## src/rtl/core/fpa_pkg.sv

```systemverilog
package fpa_pkg;

  // Word geometry.
  localparam int DATA_W = 32;
  localparam int FRAC_W = 8;
  localparam int NUM_W  = DATA_W + FRAC_W;
  localparam int FUNC_W = 4;
  localparam int IN_DATA_W  = 2 * DATA_W;
  localparam int OUT_DATA_W = 40;

  // Rounding offset for the multiplier: one half of the last kept bit.
  localparam logic [63:0] MUL_HALF = (FRAC_W > 0) ? (64'd1 << (FRAC_W - 1)) : 64'd0;

  localparam logic [DATA_W-1:0] MAX_VAL = {1'b0, {(DATA_W-1){1'b1}}};
  localparam logic [DATA_W-1:0] MIN_VAL = {1'b1, {(DATA_W-1){1'b0}}};

  // Operation codes.
  typedef enum logic [FUNC_W-1:0] {
    FN_ADD      = 4'd0,
    FN_SUB      = 4'd1,
    FN_MUL      = 4'd2,
    FN_DIV      = 4'd3,
    FN_CMP      = 4'd4,
    FN_MIN      = 4'd5,
    FN_MAX      = 4'd6,
    FN_INC      = 4'd7,
    FN_DEC      = 4'd8,
    FN_FROM_INT = 4'd9,
    FN_TO_INT   = 4'd10
  } func_t;

  // One word in flight along the pipeline.
  typedef struct packed {
    logic              valid;
    logic [FUNC_W-1:0] func;
    logic              neg;
    logic [DATA_W-1:0] res;
    logic              lt;
    logic              eq;
    logic              gt;
    logic              ovf;
    logic              dz;
    logic [DATA_W-1:0] den;
    logic [DATA_W-1:0] rem;
    logic [NUM_W-1:0]  quo;
  } cell_t;

  // Saturates a signed wide value to 32 bits; returns {overflow, value}.
  function automatic logic [DATA_W:0] sat_s64(input logic signed [63:0] v);
    logic [DATA_W:0] r;
    if (v > 64'(signed'(MAX_VAL))) begin
      r = {1'b1, MAX_VAL};
    end else if (v < -64'sd2147483648) begin
      r = {1'b1, MIN_VAL};
    end else begin
      r = {1'b0, v[DATA_W-1:0]};
    end
    return r;
  endfunction

  // Applies a sign to a magnitude and saturates; returns {overflow, value}.
  function automatic logic [DATA_W:0] sat_mag(input logic neg, input logic [63:0] mag);
    logic [DATA_W:0] r;
    logic [DATA_W-1:0] neg_val;
    neg_val = DATA_W'(64'd0 - mag);
    if (neg) begin
      if (mag > 64'h8000_0000) begin
        r = {1'b1, MIN_VAL};
      end else begin
        r = {1'b0, neg_val};
      end
    end else begin
      if (mag > 64'h7FFF_FFFF) begin
        r = {1'b1, MAX_VAL};
      end else begin
        r = {1'b0, mag[DATA_W-1:0]};
      end
    end
    return r;
  endfunction

endpackage

```

## src/rtl/core/fpa_div_cell.sv

```systemverilog
// One step of restoring division: shifts in one numerator bit and
// produces one quotient bit. Everything else in the word passes along.
module fpa_div_cell (
  input  logic          clk,
  input  logic          rst_n,
  input  logic          en,
  input  fpa_pkg::cell_t cell_in,
  output fpa_pkg::cell_t cell_out
);

  fpa_pkg::cell_t cell_r;
  fpa_pkg::cell_t cell_nxt;
  logic [fpa_pkg::DATA_W:0] trial;
  logic                     fits;

  // Trial subtract of the divisor from the shifted partial remainder.
  always_comb begin
    trial    = {cell_in.rem, cell_in.quo[fpa_pkg::NUM_W-1]};
    fits     = trial >= {1'b0, cell_in.den};
    cell_nxt = cell_in;
    if (fits) begin
      cell_nxt.rem = fpa_pkg::DATA_W'(trial - {1'b0, cell_in.den});
    end else begin
      cell_nxt.rem = trial[fpa_pkg::DATA_W-1:0];
    end
    cell_nxt.quo = {cell_in.quo[fpa_pkg::NUM_W-2:0], fits};
  end

  always_ff @(posedge clk) begin
    if (!rst_n) begin
      cell_r.valid <= 1'b0;
    end else if (en) begin
      cell_r <= cell_nxt;
    end
  end

  assign cell_out = cell_r;

  // The partial remainder always stays below a nonzero divisor.
  a_rem_below_den: assert property (@(posedge clk) disable iff (!rst_n)
    (cell_r.valid && cell_r.den != '0) |-> (cell_r.rem < cell_r.den))
    else $error("partial remainder not below divisor");

  // A word advances one cell whenever the pipeline moves.
  a_valid_moves: assert property (@(posedge clk)
    (rst_n && en) |=> (cell_r.valid == $past(cell_in.valid)))
    else $error("valid bit lost or invented in divider cell");

  // A stalled cell keeps its word.
  a_valid_holds: assert property (@(posedge clk)
    (rst_n && !en) |=> $stable(cell_r.valid))
    else $error("valid bit changed during stall");

endmodule
```

## config.mk

```make
export PLATFORM = sky130hd
export DESIGN_NAME = fpa_div_cell
export DESIGN_NICKNAME = d
export VERILOG_FILES = /design/src/rtl/core/fpa_pkg.sv /design/src/rtl/core/fpa_div_cell.sv
export SDC_FILE = /design/constraint.sdc
export NUM_CORES = 1
export LEC_CHECK = 0
export CAP_MARGIN = 20
export CELL_PAD_IN_SITES_DETAIL_PLACEMENT = 1
export CELL_PAD_IN_SITES_GLOBAL_PLACEMENT = 1
export CORE_MARGIN = 4
export CORE_UTILIZATION = 45
export DETAILED_ROUTE_END_ITERATION = 6
export DONT_BUFFER_PORTS = 1
export PLACE_DENSITY_LB_ADDON = 0.1
export SETUP_SLACK_MARGIN = 0.4
export SLEW_MARGIN = 10
export SYNTH_ARGS = -nofsm -noshare
export SYNTH_HDL_FRONTEND = slang
export SYNTH_SLANG_ARGS = --single-unit
```

## constraint.sdc

```tcl
create_clock -name clk -period 4.95 [get_ports clk]
set_input_delay 0.99 -clock clk [delete_from_list [all_inputs] [get_ports clk]]
set_output_delay 0.99 -clock clk [all_outputs]
set_load 0.05 [all_outputs]
```

==> results of run 1 <==
## report_power, final
part | switching (mW) | total, mW | leakage [nW] | internal (mW)
clock | 0.553 | 1.32 | 0.290 | 0.765
combinational | 0.215 | 0.401 | 1.32 | 0.186
sequential | 0.366 | 1.86 | 1.38 | 1.50
## final timing paths
kind	to	cells after the start	startpoint	slack (ps)
setup / recovery	cell_out[71]$_DFFE_PP_	11	cell_in[75]	1540
hold / removal	cell_out[101]$_DFFE_PP_	0	cell_in[101]	660
setup reg to reg	cell_out[146]$_SDFFE_PN0P_	2	cell_out[146]$_SDFFE_PN0P_	3960
hold reg to reg	cell_out[146]$_SDFFE_PN0P_	2	cell_out[146]$_SDFFE_PN0P_	800
## per-layer routing
metal,up-vias,global-route usage (%),routed length (µm)
met5,-,0,0
met4,0,6.52,241
met3,18,7.98,1420
met2,155,35.6,9360
met1,1886,19.0,6080
li1,1852,-,-
## placed cells by master (no fill, tap or decap), types with 3 or more instances in the layout
cell type | netlist | layout
a21boi_0 | 3 | 3
mux2i_1 | 7 | 7
buf_4 | 2 | 4
o31ai_1 | 4 | 4
inv_6 | 0 | 5
mux2_4 | 25 | 25
nand3_1 | 8 | 8
xor2_1 | 7 | 7
o21bai_1 | 5 | 5
nor2b_1 | 5 | 5
clkinvlp_4 | 0 | 3
nor3_1 | 7 | 7
mux2_2 | 3 | 3
o21ai_0 | 15 | 15
edfxtp_1 | 146 | 146
o21a_1 | 3 | 3
o211ai_1 | 4 | 4
nand2_1 | 21 | 21
inv_8 | 0 | 3
xnor2_1 | 19 | 19
ha_1 | 32 | 32
a31oi_1 | 7 | 7
a21o_1 | 16 | 16
nor2_1 | 23 | 23
inv_1 | 42 | 42
clkbuf_16 | 0 | 17
nand4_1 | 9 | 9
a21oi_1 | 27 | 27
## stage by stage
step,cell area [µm²],hold WS (ps),std cells
floorplan,6980,743,488
global placement,7130,762,665
detailed placement,7130,793,665
CTS,7740,640,697
global route,7740,633,697
finish,7740,657,697
## Yosys cell counts, drive strengths merged (3+ instances only)
master,n,area (µm²)
o21bai,5,37.5
nor3,8,51.3
xor2,7,61.3
a21boi,3,22.5
nor2,23,86.3
o21ai,15,75.1
nand3,8,40.0
nor2b,5,31.3
nand2,21,78.8
mux2,28,409
ha,32,400
o21a,3,22.5
o211ai,4,30.0
xnor2,19,166
o31ai,4,30.0
a21o,16,120
buf,12,109
mux2i,7,70.1
a31oi,9,86.3
clkbuf,3,12.5
a21oi,28,144
edfxtp,146,4380
inv,42,158
nand4,9,56.3
## area by class of cell
type / count / area (µm²) / area share [%]
inverters: 42 / 158 / 2.04
flip-flops and latches: 147 / 4400 / 56.9
well taps: 188 / 235 / 3.04
multi-input cells: 284 / 2300 / 29.7
repair buffers: 4 / 30.0 / 0.388
clock buffers: 17 / 425 / 5.50
clock inverters: 15 / 185 / 2.39
## critical path, cell delays in order
cell and delay (ps):
inv_1 20, ha_1 360, nand3_1 120, o21ba_1 290, o211a_1 220, a21oi_2 110
a31oi_4 280, a31oi_4 170, o41ai_4 260, buf_4 390, mux2_2 370
## cell families after synthesis
kind of cell | after synthesis | synth area share [%]
buffers and inverters | 57 | 4.00
DFF | 147 | 63.1
xor gates and xnor gates | 26 | 3.26
adders and majority gates | 33 | 6.02
and+or+nand+nor | 88 | 6.36
AOI/OAI and AO/OA | 102 | 10.4
muxes | 35 | 6.86
==> metrics.cfg, run 1 <==
[cells_and_area]
final_nets=679
antenna_cells=0
largest_register_ffs=147
areaGrowthSynthToFinish_pct=10.8
nFillCells=1475
drive_gt1_share_pct=14.7
fin_util_pct=50.9

[routing]
drt_iter0_drc=179
detail-route-antenna-nets=0
drt_wl_total_um=17100
firstDrtPassIters=4
drc=0
wl_per_cell_um=24.5
vias_per_cell=5.61
vias=3911

[yosys]
synth-edff-count=146
ys_seq_elements=147
ys_async_sr_fraction_pct=0
ys_types=56
synth_flop_cell=edfxtp_1
netlist_instances=488
synth.avg_cell_area_um2=14.3
ys_seq_area_share_pct=63.1
syn-num-nets=671
ys_warn_count=0
syn_area_mm2=0.00698

[timing]
worst_slew_pin_slew_ps=776
setup-tns-final_ps=0
relSlewSlack_pct=48.3
drv_slew=0
max_freq_ghz=0.294
setup_slack_ps=1540
rsz0062_at_grt=no
fin_skew_ps=0
timing.final.crit_period_ps=3410
hold_viol_final=0
setup_viol=0
period_share_pct=68.8

[grt]
overflow=0
grt_max_degree=65
antenna_found_initial=0
grt_pass1_wl_um=25400
grtUsageTotal_pct=19.1
grt_pass1_vias=4238

[worst_setup_path]
cp_max_fo=18
crit_required_ps=5130
arrival_ps=3590
end_kind=flop
critPathKind=input port to flop
cp-start-kind=input port

[clocking]
cts_hold_buf=0
cts.repair.resized=0
root_buffer=clkbuf_16
cts_tree=built
insertion_delay_ps=420
path_clk_slew_ps=70
cts_max_level=4
post_cts_buffers=0
clock-sinks=147
cts_made_buffers=17
cts_buffer_depth=2

[pwr]
ir_drop_v=0.000233
pwr_density_cell_mw_per_mm2=463
p_total_mw=3.58
leakage_nw=2.99

[placement]
port_buffers=0
dpl.hpwl_um=13400
dp_slack_ps=1090
gp_congestion=0.811

[outcome]
outcome=completed

[floorplanning]
dieArea_mm2=0.0176
io_pins=297
die-width_um=133
start_util_pct=45.9
die_y_um=133
core_area_mm2=0.0152
rows=45

[worst_hold_path]
holdCritPathClass=input port to flop

[job]
maxCapViolations=0

No activity file was read; power rests on OpenSTA's default activity.
==> run 2: changes to the inputs <==
Clock period 4.95 ns to 2.9 ns, I/O delays scaled along.
==> run 2 against run 1 <==
  * Global-route usage increased by 2.0 points
  * Clock-buffer cell count grew 1
  * Largest power group unchanged
  * Wire length grew 10%
  * Clock skew did not move
  * Register-to-register slack worse by 2100 ps
  * Clock power grew 56%
  * Combinational power rose to 2.5 times the previous value
  * Core utilization is 8.5 points higher
  * Highest routed layer unchanged
  * Final cell count up 16%
  * Die area did not move
==> metrics.cfg, run 2 (synthesized netlist as in run 1, its figures left out) <==
[routing]
drc=0  ; unchanged
drt_wl_total_um=18900  ; +10%
firstDrtPassIters=4  ; unchanged
vias_per_cell=5.47  ; -2.6%
drt_iter0_drc=195  ; +8.9%
detail-route-antenna-nets=0  ; unchanged
vias=4416  ; +13%
wl_per_cell_um=23.4  ; -4.7%

[pwr]
ir_drop_v=0.000423  ; +82%
pwr_density_cell_mw_per_mm2=692  ; +50%
leakage_nw=3.58  ; +20%

[floorplanning]
io_pins=297  ; unchanged
start_util_pct=45.9  ; unchanged
rows=45  ; unchanged
core_area_mm2=0.0152  ; unchanged
dieArea_mm2=0.0176  ; unchanged
die_y_um=133  ; unchanged
die-width_um=133  ; unchanged

[cells_and_area]
multi_input_area_mm2=0.00269  ; +17%
final_cells=808  ; +16%
layout.cells.most_common=edfxtp_1
drive_gt1_share_pct=38.2  ; +23 points
final_cell_mix=146 x edfxtp_1, 103 x buf_4, 34 x inv_1, 28 x mux2_4, 24 x a21oi_1
seqCellArea_mm2=0.00440  ; unchanged
nFillCells=1434  ; -2.8%
largest_register_ffs=147  ; unchanged
areaGrowthSynthToFinish_pct=29.4
final_nets=790  ; +16%
antenna_cells=0  ; unchanged

[grt]
antenna_found_initial=0  ; unchanged
grt_pass1_wl_um=28000  ; +10%
overflow=0  ; unchanged
grt_max_degree=105  ; +62%
grt_pass1_vias=4715  ; +11%
grtUsageTotal_pct=21.1  ; +2.0 points

[clocking]
cts_made_buffers=17  ; unchanged
cts_tree=built
clock-sinks=147  ; unchanged
root_buffer=clkbuf_16
insertion_delay_ps=420  ; about the same
cts_buffer_depth=2  ; unchanged
cts_hold_buf=0  ; unchanged
cts_max_level=4  ; unchanged
path_clk_slew_ps=70  ; about the same

[timing]
hold_viol_final=0  ; unchanged
max_freq_ghz=0.390
relSlewSlack_pct=62.1  ; +14 points
fin_skew_ps=0  ; unchanged
setup_viol=0  ; unchanged
rsz0062_at_grt=yes
hold_slack_ps=242  ; -415 ps
drv_slew=0  ; unchanged
period_share_pct=88.4
setup_slack_ps=336  ; -1210 ps
worst_slew_pin_slew_ps=568  ; -208 ps
timing.final.crit_period_ps=2560

[worst_hold_path]
min_path_cells=0  ; unchanged
holdCritPathClass=input port to flop

[worst_setup_path]
cp-start-kind=input port
critPathKind=input port to flop
end_kind=flop
arrival_ps=2740  ; -850 ps
cp_max_fo=6  ; -12
worst_r2r_path_depth=2  ; unchanged
crit_required_ps=3080  ; -2050 ps

[placement]
port_buffers=0  ; unchanged
dp_slack_ps=-337  ; -1420 ps
dp.cells=753  ; +13%
gp_congestion=0.847  ; +4.4%
dpl.hpwl_um=14200  ; +6.0%

[job]
maxCapViolations=0  ; unchanged

[outcome]
outcome=completed

==> run 2: cell types whose count changed in the layout (fill, tap and decap cells not counted), sizes merged <==
cell | before | now
bufinv | 2 | 0
buf | 4 | 114
clkinvlp | 3 | 6
clkinv | 2 | 1
inv | 50 | 49
clkbuf | 17 | 19
==> run 2: path summary, 6_finish.rpt <==
kind	from	endpoint	slack, ps
max	cell_in[76]	cell_out[56]$_DFFE_PP_	340
min	cell_in[83]	cell_out[83]$_DFFE_PP_	240
max reg2reg	cell_out[146]$_SDFFE_PN0P_	cell_out[146]$_SDFFE_PN0P_	1910
min reg2reg	cell_out[146]$_SDFFE_PN0P_	cell_out[146]$_SDFFE_PN0P_	790
==> run 2: layer usage <==
layer  GRT usage (%)  routed length (µm)  vias up
met1            22.5                6870     2152
met3            8.10                1480       21
met5               0                   0        -
met4            6.47                 285        0
met2            38.3               10300      172
li1                -                   -     2071
==> run 2: stage by stage <==
stage	utilization [%]	total power, mW	setup TNS (ps)	instance area [µm²]
after detailed placement	52.4	4.12	-8400	7970
after floorplan	-	3.79	-4410	7150
after global routing	59.4	6.52	0	9030
final	59.4	6.25	0	9030
after global placement	52.4	4.09	-6690	7970
after CTS	58.1	6.27	0	8830
==> run 2: what timing repair did <==
action | 4_1_cts | 5_1_grt
endpoints found under the setup margin | 32 | 31
pin swaps | 15 | 13
resized for setup | 33 | 27
buffers inserted | 15 | 6
cloned | 1 | 1
==> run 2: critical path, cell delays in order <==
cell       delay [ps]
inv_2              30
ha_4              270
nand3_2            90
o21ba_4           250
o211a_4           170
a21oi_4            60
a31oi_4           170
a31oi_4           130
o41ai_4           280
buf_6             220
clkbuf_16         180
mux2_4            300
==> run 2: power breakdown <==
group	total [mW]	switching, mW	leakage, nW	internal (mW)
Combinational	1.01	0.466	1.94	0.549
Clock	2.06	0.941	0.255	1.12
Sequential	3.18	0.622	1.38	2.56
==> run 2: cell type report <==
class                   count  share of cell area (%)
clock buffers              18                    4.75
clock inverters            14                    1.30
inverters                  42                    2.01
multi-input cells         284                    29.8
flip-flops and latches    147                    48.8
well taps                 188                    2.60
repair buffers            115                    10.8
==> run 3: changes to the inputs <==
--- a/config.mk
+++ b/config.mk
@@ -9,5 +9,4 @@
 export CELL_PAD_IN_SITES_DETAIL_PLACEMENT = 1
 export CELL_PAD_IN_SITES_GLOBAL_PLACEMENT = 1
-export CORE_MARGIN = 4
 export CORE_UTILIZATION = 45
 export DETAILED_ROUTE_END_ITERATION = 6
==> constraint.sdc (replaced) <==
create_clock -name clk -period 2.9 [get_ports clk]
set_input_delay 0.29 -clock clk [delete_from_list [all_inputs] [get_ports clk]]
set_output_delay 0.29 -clock clk [all_outputs]
set_load 0.05 [all_outputs]
==> run 3 against run 2 <==
  * Clock-buffer cell count is 1 lower
  * Flip-flop and latch count did not move
  * Clock power about the same
  * Register-to-register slack about the same
  * Via count rose by 4.3%
  * Wire length up 7.3%
  * Die area shrank 8.8%
  * Cell area is 2.6% higher
  * Core utilization grew 1.8 points
  * Final cell count is 4.3% higher
  * Largest cell class unchanged
  * Combinational power fell by 7%
  * Sequential power is essentially flat
==> metrics.cfg, run 3 (synthesized netlist as in run 1, its figures left out) <==
[outcome]
outcome=completed

[cells_and_area]
drive_gt1_share_pct=19.8  ; -18 points
final_nets=825  ; +4.4%
final_cells=843  ; +4.3%
fin_util_pct=61.2  ; +1.8 points
largest_register_ffs=147  ; unchanged
layout.cells.most_common=edfxtp_1
antenna_cells=0  ; unchanged
final_cell_mix=146 x edfxtp_1, 114 x dlygate4sd3_1, 37 x inv_1, 33 x buf_4, 27 x a21oi_1
areaGrowthSynthToFinish_pct=32.7

[clocking]
path_clk_slew_ps=70  ; about the same
cts_buffer_depth=2  ; unchanged
insertion_delay_ps=420  ; about the same
root_buffer=clkbuf_16
cts_max_level=4  ; unchanged
cts_tree=built
clock-sinks=147  ; unchanged
cts_made_buffers=17  ; unchanged

[placement]
port_buffers=0  ; unchanged
dp_slack_ps=-68.0  ; +269 ps
dp.cells=696  ; -7.6%
dpl.hpwl_um=13000  ; -8.4%
gp_congestion=0.820  ; -3.2%

[grt]
antenna_found_initial=0  ; unchanged
met2_usage_pct=45.6  ; +7.3 points
overflow=0  ; unchanged
grt.busiest_layer=met2
grt_pass1_vias=5051  ; +7.1%
grtUsageMet1_pct=28.3  ; +5.8 points
grtUsageTotal_pct=25.6  ; +4.5 points
grt_max_degree=80  ; -24%
use_met3_pct=8.56  ; +0.46 points
grt_pass1_wl_um=30200  ; +7.6%

[routing]
vias=4606  ; +4.3%
vias_per_cell=5.46  ; about the same
firstDrtPassIters=6  ; +2
detail-route-antenna-nets=0  ; unchanged
drt_iter0_drc=211  ; +8.2%
drt_wl_total_um=20300  ; +7.3%
drc=0  ; unchanged
wl_per_cell_um=24.1  ; +2.9%

[floorplanning]
dieArea_mm2=0.0160  ; -8.8%
rows=45  ; unchanged
die-width_um=127  ; -4.5%
start_util_pct=46.1  ; +0.17 points
core_area_mm2=0.0151  ; -0.37%
io_pins=297  ; unchanged
die_y_um=127  ; -4.5%

[worst_setup_path]
cp_max_fo=18  ; +12
crit_required_ps=3070  ; about the same
critPathMaxStageDelay_ps=380  ; +80 ps
crit_chain=inv_1 > ha_1 > nor2b_2 > o21ba_4 > o211a_1 > a21oi_2 > a31oi_4 > a31oi_4 > o41ai_4 > buf_12 > mux2_2
critPathKind=input port to flop
crit_buf_inv=2  ; -1
cpMostUsedCell=a31oi_4
end_kind=flop
slowest_stage=o41ai_4
cp-start-kind=input port
arrival_ps=2550  ; -190 ps
cp_top_family=compound AO/OA/AOI/OAI gates

[job]
maxCapViolations=0  ; unchanged

[worst_hold_path]
holdCritPathClass=input port to flop

[pwr]
leakage_nw=3.62  ; +1.2%
ir_drop_v=0.000394  ; -6.9%
p_total_mw=6.21  ; -0.73%
pwr_density_cell_mw_per_mm2=670  ; -3.3%

[timing]
timing.final.crit_period_ps=2380  ; -186 ps
worst_slew_pin_slew_ps=585  ; +16.9 ps
hold_slack_ps=51.9  ; -190 ps
rsz0062_at_grt=yes
fin_skew_ps=0  ; unchanged
drv_slew=0  ; unchanged
period_share_pct=82.0  ; -6.4 points
max_freq_ghz=0.420  ; +7.8%
hold_viol_final=0  ; unchanged
setup_viol=0  ; unchanged
setup_slack_ps=522  ; +186 ps
relSlewSlack_pct=61.1  ; -1.0 points

run 3: cell types whose count changed in the layout (fill, tap and decap cells not counted), sizes merged:
cell	delta
clkbuf	-2
clkinvlp	-4
dlygate4sd3	+114
clkinv	+7
buf	-78
inv	-2
run 3: metal layers:
metal	wire length (µm)	part of all wire (%)
met1	7810	39
met2	10400	51
met3	1490	7.3
met4	608	3.0
met5	0	0
run 3: final timing paths:
kind,from,to,slack [ps],cells after the start
max,cell_in[73],cell_out[71]$_DFFE_PP_,520,11
min,cell_in[146],cell_out[146]$_SDFFE_PN0P_,50,2
max reg2reg,cell_out[146]$_SDFFE_PN0P_,cell_out[146]$_SDFFE_PN0P_,1920,2
min reg2reg,cell_out[146]$_SDFFE_PN0P_,cell_out[146]$_SDFFE_PN0P_,800,2
run 3: area by class of cell:
cell class	instances	area [µm²]
clock buffers	17	425
clock inverters	15	126
fillers	1409	5880
inverters	42	170
multi-input cells	284	2460
flip-flops and latches	147	4400
well taps	188	235
repair buffers	150	1450
run 3: where the power goes:
group | internal (mW) | total, mW | switching, mW
registers | 2.55 | 3.19 | 0.632
clock network | 1.12 | 2.09 | 0.969
logic | 0.500 | 0.935 | 0.435
run 3: timing repair:
item,4_1_cts,5_1_grt
hold buffers,114,0
setup endpoints to repair,1,29
pin swaps,0,3
endpoints found under the hold margin,114,0
gates cloned,0,0
gates resized for setup,1,6
setup buffers,0,1
run 3: stage by stage:
stage,setup TNS (ps),instance area (µm²)
after CTS,0,9240
after global routing,0,9270
after global placement,0,7540
after detailed placement,-201,7540
final,0,9270
after floorplan,0,7150
